## config.mk

```make
export PLATFORM = sky130hd
export DESIGN_NAME = date_validate_and_day_difference
export DESIGN_NICKNAME = d
export VERILOG_FILES = /design/src/hdl/dvdd_pkg.sv /design/src/hdl/dvdd_date.sv /design/src/hdl/dvdd_diff.sv /design/src/hdl/date_validate_and_day_difference.sv
export SDC_FILE = /design/constraint.sdc
export NUM_CORES = 2
export LEC_CHECK = 0
export BUFFER_PORTS_ARGS = -buffer_cell sky130_fd_sc_hd__buf_2
export CORE_ASPECT_RATIO = 0.6
export CORE_MARGIN = 2
export CORE_UTILIZATION = 23
export DETAILED_ROUTE_END_ITERATION = 6
export PLACE_DENSITY_LB_ADDON = 0.15
export SLEW_MARGIN = 10
export SYNTH_ARGS = -nofsm -noshare
export SYNTH_HDL_FRONTEND = slang
export SYNTH_SLANG_ARGS = --single-unit
export TNS_END_PERCENT = 30
```

## constraint.sdc

```tcl
create_clock -name clk -period 12.54 [get_ports clk]
set_input_delay 3.135 -clock clk [delete_from_list [all_inputs] [get_ports clk]]
set_output_delay 3.135 -clock clk [all_outputs]
set_load 0.02 [all_outputs]
```

## src/hdl/dvdd_pkg.sv

```systemverilog
`timescale 1ns / 1ps

package dvdd_pkg;

  localparam int DAY_W  = 6;
  localparam int MON_W  = 4;
  localparam int YEAR_W = 14;
  localparam int NUM_W  = 23;
  localparam int DIST_W = 22;
  localparam int PROD_W = 27;
  localparam int Q_W    = 8;
  localparam int DBM_W  = 9;
  localparam int LEN_W  = 5;

  localparam int YEAR_MIN    = 1583;
  localparam int DAYS_YEAR   = 365;
  localparam int CENTURY     = 100;
  // floor(x / 100) == (x * 5243) >> 19 for every x below 43690.
  localparam int RECIP_100   = 5243;
  localparam int RECIP_SHIFT = 19;
  localparam int MONTH_FEB   = 2;
  localparam int MONTH_DEC   = 12;

  localparam logic [DIST_W-1:0] DIST_MAX = '1;

  typedef struct packed {
    logic rdy1;
    logic rdy2;
  } pipe_ctrl_t;

  typedef struct packed {
    logic             valid;
    logic [NUM_W-1:0] num;
  } date_res_t;

  function automatic logic [DBM_W-1:0] days_before_month(input logic [MON_W-1:0] m);
    logic [DBM_W-1:0] r;
    case (m)
      4'd0:    r = 9'd0;
      4'd1:    r = 9'd0;
      4'd2:    r = 9'd31;
      4'd3:    r = 9'd59;
      4'd4:    r = 9'd90;
      4'd5:    r = 9'd120;
      4'd6:    r = 9'd151;
      4'd7:    r = 9'd181;
      4'd8:    r = 9'd212;
      4'd9:    r = 9'd243;
      4'd10:   r = 9'd273;
      4'd11:   r = 9'd304;
      default: r = 9'd334;
    endcase
    return r;
  endfunction

  function automatic logic [LEN_W-1:0] month_len(input logic [MON_W-1:0] m,
                                                 input logic leap);
    logic [LEN_W-1:0] r;
    case (m)
      4'd2:    r = leap ? 5'd29 : 5'd28;
      4'd4:    r = 5'd30;
      4'd6:    r = 5'd30;
      4'd9:    r = 5'd30;
      4'd11:   r = 5'd30;
      default: r = 5'd31;
    endcase
    return r;
  endfunction

endpackage

```

## src/hdl/dvdd_date.sv

```systemverilog
`timescale 1ns / 1ps

module dvdd_date (
  input  logic                              clk,
  input  dvdd_pkg::pipe_ctrl_t              ctrl,
  input  logic [dvdd_pkg::DAY_W-1:0]        day,
  input  logic [dvdd_pkg::MON_W-1:0]        month,
  input  logic [dvdd_pkg::YEAR_W-1:0]       year,
  output dvdd_pkg::date_res_t               res
);

  localparam int YW = dvdd_pkg::YEAR_W;
  localparam int NW = dvdd_pkg::NUM_W;
  localparam int PW = dvdd_pkg::PROD_W;

  // First stage: the constant multiplications.
  logic [dvdd_pkg::DAY_W-1:0] d_r;
  logic [dvdd_pkg::MON_W-1:0] m_r;
  logic [YW-1:0]              y_r, l_r;
  logic [NW-1:0]              y365_r;
  logic [PW-1:0]              py_r, pl_r;

  logic [YW-1:0] l_nxt;
  logic          early;

  always_comb begin
    // January, February and month zero count leap years up to the year before.
    early = (month <= dvdd_pkg::MON_W'(dvdd_pkg::MONTH_FEB));
    if (early && (year != '0)) begin
      l_nxt = year - YW'(1);
    end else if (early) begin
      l_nxt = '0;
    end else begin
      l_nxt = year;
    end
  end

  always_ff @(posedge clk) begin
    if (ctrl.rdy1) begin
      d_r    <= day;
      m_r    <= month;
      y_r    <= year;
      l_r    <= l_nxt;
      y365_r <= NW'(year) * NW'(dvdd_pkg::DAYS_YEAR);
      py_r   <= PW'(year) * PW'(dvdd_pkg::RECIP_100);
      pl_r   <= PW'(l_nxt) * PW'(dvdd_pkg::RECIP_100);
    end
  end

  // Second stage: leap rule, validity and day number.
  logic [dvdd_pkg::Q_W-1:0]   q100y, q100l;
  logic [YW-1:0]              c100y;
  logic                       cent, leap, ok;
  logic [dvdd_pkg::LEN_W-1:0] len;
  logic [NW-1:0]              num;

  always_comb begin
    q100y = py_r[dvdd_pkg::RECIP_SHIFT +: dvdd_pkg::Q_W];
    q100l = pl_r[dvdd_pkg::RECIP_SHIFT +: dvdd_pkg::Q_W];
    c100y = YW'(q100y) * YW'(dvdd_pkg::CENTURY);
    cent  = (c100y == y_r);
    leap  = ((y_r[1:0] == 2'b00) && !cent) || (cent && (q100y[1:0] == 2'b00));
    len   = dvdd_pkg::month_len(m_r, leap);
    ok    = (y_r >= YW'(dvdd_pkg::YEAR_MIN)) && (m_r != '0) &&
            (m_r <= dvdd_pkg::MON_W'(dvdd_pkg::MONTH_DEC)) &&
            (d_r != '0) && (d_r <= dvdd_pkg::DAY_W'(len));
    num   = y365_r + NW'(d_r) + NW'(dvdd_pkg::days_before_month(m_r)) +
            NW'(l_r >> 2) - NW'(q100l) + NW'(q100l >> 2);
  end

  always_ff @(posedge clk) begin
    if (ctrl.rdy2) begin
      res.valid <= ok;
      res.num   <= num;
    end
  end

endmodule

```

## src/hdl/dvdd_diff.sv

```systemverilog
`timescale 1ns / 1ps

module dvdd_diff (
  input  logic                          clk,
  input  logic                          load,
  input  dvdd_pkg::date_res_t           first,
  input  dvdd_pkg::date_res_t           second,
  output logic [1:0]                    flags,
  output logic [dvdd_pkg::DIST_W-1:0]   days
);

  localparam int NW = dvdd_pkg::NUM_W;

  logic [NW-1:0]               diff;
  logic [dvdd_pkg::DIST_W-1:0] dist_nxt;
  logic [1:0]                  flags_r;
  logic [dvdd_pkg::DIST_W-1:0] dist_r;

  always_comb begin
    diff = (second.num >= first.num) ? (second.num - first.num)
                                     : (first.num - second.num);
    // Distances beyond the field saturate to all ones.
    if (diff > NW'(dvdd_pkg::DIST_MAX)) begin
      dist_nxt = dvdd_pkg::DIST_MAX;
    end else begin
      dist_nxt = diff[dvdd_pkg::DIST_W-1:0];
    end
  end

  always_ff @(posedge clk) begin
    if (load) begin
      flags_r <= {second.valid, first.valid};
      dist_r  <= dist_nxt;
    end
  end

  assign flags = flags_r;
  assign days  = dist_r;

endmodule

```

## src/hdl/date_validate_and_day_difference.sv

```systemverilog
`timescale 1ns / 1ps

// Channel  Direction  tdata (low bit first)                      tuser
// in_      slave      day_first, month_first, year_first,        -
//                     day_second, month_second, year_second
// out_     master     days_between, two zero pad bits            first_valid, second_valid
//
// An accepted request reaches out_tvalid through the register stages below; one request
// is taken every cycle unless a stall on out_tready leaves every stage full.
// The depth is set by the three register stages: constant multiplications,
// date checks with day numbers, and the distance with its output register.
// rst_n clears only the stage valid bits; the data registers are not reset.
// A stall on out_tready holds a stage only while the stage after it is full,
// so bubbles close up and in_tready stays high while any stage is empty.

module date_validate_and_day_difference (
  input  logic        clk,
  input  logic        rst_n,
  input  logic        in_tvalid,
  output logic        in_tready,
  // day_first[5:0], month_first[9:6], year_first[23:10],
  // day_second[29:24], month_second[33:30], year_second[47:34]
  input  logic [47:0] in_tdata,
  output logic        out_tvalid,
  input  logic        out_tready,
  // days_between[21:0], zeros[23:22]
  output logic [23:0] out_tdata,
  // first_valid[0], second_valid[1]
  output logic [1:0]  out_tuser
);

  logic v1_r, v2_r, v3_r;
  logic v1_nxt, v2_nxt, v3_nxt;
  logic rdy3;
  dvdd_pkg::pipe_ctrl_t ctrl;
  dvdd_pkg::date_res_t  res_first, res_second;
  logic [dvdd_pkg::DIST_W-1:0] days;

  always_comb begin
    rdy3      = !v3_r || out_tready;
    ctrl.rdy2 = !v2_r || rdy3;
    ctrl.rdy1 = !v1_r || ctrl.rdy2;
    v1_nxt    = ctrl.rdy1 ? in_tvalid : v1_r;
    v2_nxt    = ctrl.rdy2 ? v1_r : v2_r;
    v3_nxt    = rdy3 ? v2_r : v3_r;
  end

  always_ff @(posedge clk) begin
    if (!rst_n) begin
      v1_r <= 1'b0;
      v2_r <= 1'b0;
      v3_r <= 1'b0;
    end else begin
      v1_r <= v1_nxt;
      v2_r <= v2_nxt;
      v3_r <= v3_nxt;
    end
  end

  dvdd_date u_date_first (
    .clk   (clk),
    .ctrl  (ctrl),
    .day   (in_tdata[5:0]),
    .month (in_tdata[9:6]),
    .year  (in_tdata[23:10]),
    .res   (res_first)
  );

  dvdd_date u_date_second (
    .clk   (clk),
    .ctrl  (ctrl),
    .day   (in_tdata[29:24]),
    .month (in_tdata[33:30]),
    .year  (in_tdata[47:34]),
    .res   (res_second)
  );

  dvdd_diff u_diff (
    .clk    (clk),
    .load   (rdy3),
    .first  (res_first),
    .second (res_second),
    .flags  (out_tuser),
    .days   (days)
  );

  assign in_tready  = ctrl.rdy1;
  assign out_tvalid = v3_r;
  assign out_tdata  = {2'b00, days};

`ifndef SYNTHESIS
  a_accept_fills: assert property (@(posedge clk) disable iff (!rst_n)
    (in_tvalid && in_tready) |=> v1_r)
    else $error("accepted request did not enter the first stage");

  a_first_holds: assert property (@(posedge clk) disable iff (!rst_n)
    (v1_r && !ctrl.rdy2) |=> v1_r)
    else $error("first stage lost a request while the next stage was full");

  a_second_moves: assert property (@(posedge clk) disable iff (!rst_n)
    (v2_r && rdy3) |=> out_tvalid)
    else $error("second stage advanced without reaching the output");

  a_ready_bubble: assert property (@(posedge clk) disable iff (!rst_n)
    (!v1_r || !v2_r || !v3_r) |-> in_tready)
    else $error("input stalled although a stage was empty");
`endif

endmodule
```

# Word level (Yosys, flattened, before mapping)
# Memory sizes are Yosys's and may differ from the RTL's. A register that Yosys moved wholly into a read port is not among the register bits.
# Index checks and enable logic that the tools add are counted.
# classes
addsub,14
n_mul,8
n_lt_le_gt_ge,10
n_eq_ne,12
mux,11
reduce_logical,36
# ops
operator,count
"multiplier 14 x 13 -> 27 bit, second input constant",4
adder 23 x 6 -> 23 bit,4
two-way mux 14 bit,4
adder 23 x 12 -> 23 bit,2
adder 23 x 9 -> 23 bit,2
"multiplier 14 x 9 -> 23 bit, second input constant",2
subtractor 23 bit,2
subtractor 23 x 8 -> 23 bit,2
== test 14 bit,2
"greater-or-equal comparator 14 x 11 -> 1 bit, second input constant",2
nonzero test 14 bit,2
"subtractor 14 x 1 -> 14 bit, second input constant",2
"multiplier 8 x 5 -> 12 bit, second input constant",2
greater-or-equal comparator 23 bit,1
"greater-than comparator 23 x 22 -> 1 bit, second input constant",1
two-way mux 23 bit,1
case mux 5 bit (2 select lines),2
"== test 4 x 3 -> 1 bit, second input constant",4
"== test 4 bit, second input constant",4
logical AND 1 bit,14
less-or-equal comparator 6 x 5 -> 1 bit,2
nonzero test 6 bit,2
"== test 4 x 2 -> 1 bit, second input constant",2
"less-or-equal comparator 4 x 2 -> 1 bit, second input constant",2
other kinds (8),24
# word_totals
regBits,305
romBits,288
input_bits,52
elab_cells,116
mem_count,2
# memory_table
name,words,word_bits,read_ports,rd_ports_with_merged_regs,write_ports,line,source
(no name shown),16,9,1,1,0,dvdd_pkg.sv:38,case (m)
(no name shown),16,9,1,1,0,dvdd_pkg.sv:38,

# Longest topological paths before layout
# logic_depth
word_depth,9
ltp_mapped,31

# Modules after synthesis
# A second synthesis with hierarchy kept.
# hier_totals
cells_unflattened,3418
area_unflattened_um2,34887.2
# by_module_without_submodules
mod,instances,cells_per_inst,area_per_inst_um2,seq_area_each_um2
dvdd_date (u_date_second),1,1513,15726.3,3093.0
dvdd_date (u_date_first),1,1450,15426.0,3093.0
dvdd_diff,1,440,3593.4,720.7
date_validate_and_day_difference,1,15,141.4,60.1

# Least setup slack after synthesis
# No wires, ideal clock.
# synth_path
path_kind,input to output
start,in out_tready
end,out in_tready
arrival_time_ns,7.738
t_required_ns,9.405
slack_ns,1.667
cell_stages,3
n_path_buf,1
cell_sequence,nor2b_1 nand3_1 buf_1
# synth_via
elab_chain_len,3
# synth_lines
item,line,source
start: declaration,date_validate_and_day_difference.sv:25,"input logic out_tready,"
logical OR 1 bit,date_validate_and_day_difference.sv:40,rdy3 = !v3_r || out_tready;
logical OR 1 bit,date_validate_and_day_difference.sv:41,ctrl.rdy2 = !v2_r || rdy3;
logical OR 1 bit,date_validate_and_day_difference.sv:42,ctrl.rdy1 = !v1_r || ctrl.rdy2;
end: declaration,date_validate_and_day_difference.sv:20,"output logic in_tready,"
# No other way between the ends.

# Worst setup path after layout
# layout_path
start,in in_tdata[22]
end,"reg u_date_first.pl_r[26], data pin"
# layout_via
elab_chain_len,4
elab_cells_between_ends,6
cone_classes,add/sub: 1; mul: 1; mux: 2; reduce/logical: 2
# layout_lines
item,line,source
start: declaration,date_validate_and_day_difference.sv:23,"input logic [47:0] in_tdata,"
nonzero test 14 bit,dvdd_date.sv:29,if (early && (year != '0)) begin
logical AND 1 bit,dvdd_date.sv:29,
two-way mux 14 bit,dvdd_date.sv:29,
net u_date_first.l_nxt[8],dvdd_date.sv:23,logic [YW-1:0] l_nxt;
multiplier 14 x 13 -> 27 bit,dvdd_date.sv:46,pl_r <= PW'(l_nxt) * PW'(dvdd_pkg::RECIP_100);
end signal: assignment,dvdd_date.sv:46,
end: declaration,dvdd_date.sv:21,"logic [PW-1:0] py_r, pl_r;"
# The timed path passes the listed nets, and every way through them passes these cells.
# A chain may end at the register's enable or synchronous reset.

==> metrics.md <==
| Metric | Value |
|---|---|
| CTS tree | done |
| Worst rel slew slack | between 10% and 20% |
| Final HPWL DP | between 80000 and 90000 um |
| Initial detailed-routing violation count | approximately 1.3k |
| Nets@finish | about 4.6k |
| GR Overflow Total | 0 |
| WP data required | 12870 ps |
| Fin. Hold Viols | 0 |
| Clock skew | between 20 and 30 ps |
| Ant. Diodes | 0 |
| RR Startpoint | u_date_first.y365_r[1]$_DFFE_PP_ |
| GP Congestion | about 0.84 |
| Crit path DAT | roughly 11000 ps |
| Number of buffers created by CTS | 35 |
| Startpoint types | input pin |
| Fin crit share | a little over four fifths |
| Synth unique cells | 74 |
| Synth async-reset ratio | 0% |
| Initial Utilization | between 20 and 25% |
| Resize count post-CTS | 0 |
| Hold WS | 416.9 ps |
| CTS Sinks | roughly 240 |
| Maximum clock insertion buffer count | 3 |
| DRT Pass-1 Iters | 5 |
| Avg Cell Area, Syn | just over 10 um^2 |
| # IOs | 80 |
| Syn Std Cell Area | roughly 34000 um^2 |
| First-pass GRT wire length | about 150000 um |
| Top_reg_cell synth | edfxtp_1 |
| Synth Instances | about 3.4k |
| Max-cap violations | 0 |
| CP max stage delay | 700 ps |
| Unrepaired setup endpoints after global routing | false |
| FMAX | 94.34 MHz |
| Min-delay worst type | register to register |
| WL final | about 98000 um |
| EDFF count, synth | about 220 |
| Die Area | 152300 um^2 |
| Crit path from | in_tdata[22] |
| Synth warn | 0 |
| Routed wire length per instance | about 18 um |
| Share of cells above drive strength 1 | between 5 and 6% |
| CORE AREA | around 150000 um^2 |
| Die H | 303.1 um |
| Clock latency on the worst-skew pair | around 600 ps |
| Worst r2r dst | u_date_first.res[22]$_DFFE_PP_ |
| Total track usage | a little over an eighth |
| Status | complete, no violations |
| R2r setup slk | about 7100 ps |
| Hold Buf Count CTS | 0 |
| Slew @ Worst Pin | ~1300 ps |
| Port-buffer cells | 77 |
| CTS HTree Levels | 2 |
| Vias per cell | 4.140 |
| Via count | around 23k |
| Die X | approximately 500 um |
| Initial antenna violation count | 1 |
| Number of global-route vias before repair | 23.59k |
| Area Overhead vs Synth | 11.81% |
| Hold path endpoint | u_diff.flags[0]$_DFFE_PP_ |
| Post-DRT Antenna Nets | 0 |
| Largest net degree at the start of global routing | a little under 50 |
| Hold path cells | 0 |
| Critical Path Fanout Max | 13 |
| Hold path startpoint | u_date_first.res[23]$_DFFE_PP_ |
| Setup violators final | 0 |
| Seq/Total Area, Yosys | between 20 and 25% |
| R2R cell count | 17 |
| Cell Rows | between 100 and 150 |
| #FFs+latches synth | between 200 and 250 |
| Crit path capture type | register |
| CP max stage cell | nor2_1 |
| Fin util | between 20% and 30% |
| Post-CTS Setup Inserts | 0 |
| CTS Root Cell | clkbuf_16 |
| Setup TNS | 0 ps |
| DRC | 0 |
| Slew Limit Fails | 0 |
| Min Tclk post-route | 10600 ps |
| Kind of critical path | input pin to register |
| Clk slew on worst S/H paths | approximately 50 ps |
placed cells by master (no fill, tap or decap), types with 20 or more instances in the layout:
master,n
o21ai_0,86
nor2_1,127
o21a_1,34
nand3_1,46
a31oi_1,21
a21o_1,55
xnor2_1,134
dfxtp_1,21
a211oi_1,24
fa_1,391
buf_4,26
a21oi_1,128
mux2i_1,20
xor2_1,30
and3_1,21
nor3_1,29
nand4_1,22
nor2b_1,21
buf_2,77
clkbuf_16,35
edfxtp_1,218
nand2_1,124
inv_1,832
ha_1,715
synthesized netlist by cell type (9+ instances only):
cell type / number / area share (%)
a2111oi_0: 10 / 0.26
a211oi_1: 24 / 0.53
a21boi_0: 10 / 0.22
a21o_1: 55 / 1.2
a21oi_1: 128 / 1.9
a31oi_1: 21 / 0.38
and2_1: 9 / 0.16
and3_1: 21 / 0.38
buf_2: 14 / 0.20
clkbuf_1: 16 / 0.18
dfxtp_1: 21 / 1.2
edfxtp_1: 218 / 19
fa_1: 391 / 23
ha_1: 715 / 26
inv_1: 833 / 9.1
mux2i_1: 20 / 0.58
nand2_1: 125 / 1.4
nand2b_1: 13 / 0.24
nand3_1: 47 / 0.69
nand4_1: 22 / 0.40
nor2_1: 127 / 1.4
nor2b_1: 21 / 0.38
nor3_1: 29 / 0.42
nor4_1: 13 / 0.24
o21a_1: 34 / 0.74
o21ai_0: 87 / 1.3
o21bai_1: 13 / 0.28
o31ai_1: 17 / 0.37
or2_2: 10 / 0.18
or3_1: 13 / 0.24
xnor2_1: 134 / 3.4
xor2_1: 30 / 0.77
worst max path at each step:
stage               cells past startpoint                               to
floorplan                               3                        in_tready
global placement                       31  u_date_first.pl_r[26]$_DFFE_PP_
detailed placement                     31  u_date_first.pl_r[26]$_DFFE_PP_
CTS                                    28  u_date_first.pl_r[26]$_DFFE_PP_
global route                           28  u_date_first.pl_r[26]$_DFFE_PP_
finish                                 28  u_date_first.pl_r[26]$_DFFE_PP_
flip-flops by register name (all words and copies together), names as in the netlist, 8 cells and up, named ones only:
register / cells
u_date_first.res: 24
u_date_second.res: 24
u_date_first.y365_r: 22
u_date_second.y365_r: 22
u_diff.days: 22
u_date_first.l_r: 12
u_date_first.y_r: 12
u_date_second.l_r: 12
u_date_second.y_r: 12
u_date_first.py_r: 9
u_date_second.py_r: 9
u_date_first.pl_r: 8
u_date_second.pl_r: 8
worst max-delay path, delay by kind of cell:
family | cells | cell delay, ps
buffers and inverters | 5 | 850
XOR/XNOR | 1 | 80
adder cells (fa/ha/maj) | 6 | 2730
AO/OA/AOI/OAI | 12 | 3020
AND/OR/NAND/NOR | 4 | 1120
area by class of cell:
cell class	instances	area (um^2)
multi-input cells	2262	24110
repair buffers	103	580.6
clock buffers	44	919.6
inverters	833	3127
clock inverters	19	143.9
well taps	1998	2500
fillers	15829	109400
flip-flops and latches	239	6967
stage by stage:
| stage | cells | cell area, um^2 | setup slack (ps) |
|---|---|---|---|
| final | 5498 | 38350 | 1940 |
| after global routing | 5498 | 38350 | 1225 |
| after CTS | 5498 | 38350 | 2100 |
| after detailed placement | 5435 | 37280 | 1542 |
| after global placement | 5435 | 37280 | 1461 |
| after floorplan | 3369 | 34300 | 1667 |
kinds of logic (layout without fill, tap and decap cells):
logic type | Yosys count | after routing | synth area share (%)
flip-flops | 239 | 239 | 20.31
adder cells (fa/ha/maj) | 1106 | 1106 | 48.91
AO/OA/AOI/OAI | 491 | 491 | 9.576
other | 1 | 2 | 0.01093
AND/OR/NAND/NOR | 471 | 471 | 6.567
XOR/XNOR | 164 | 164 | 4.188
multiplexers | 28 | 28 | 0.8463
buffers and inverters | 868 | 999 | 9.594
metal layers:
metal | part of all wire [%] | vias to the layer above | GRT usage, %
met2 | 34 | 337 | 16.24
met5 | 0 | - | 0
met3 | 5.3 | 60 | 2.785
met4 | 1.3 | 0 | 2.230
li1 | - | 11349 | -
met1 | 59 | 11013 | 22.91
Power is left out: the tool's default activity adds up to more than one toggle a clock period on the data nets, which glitch-free logic cannot reach.
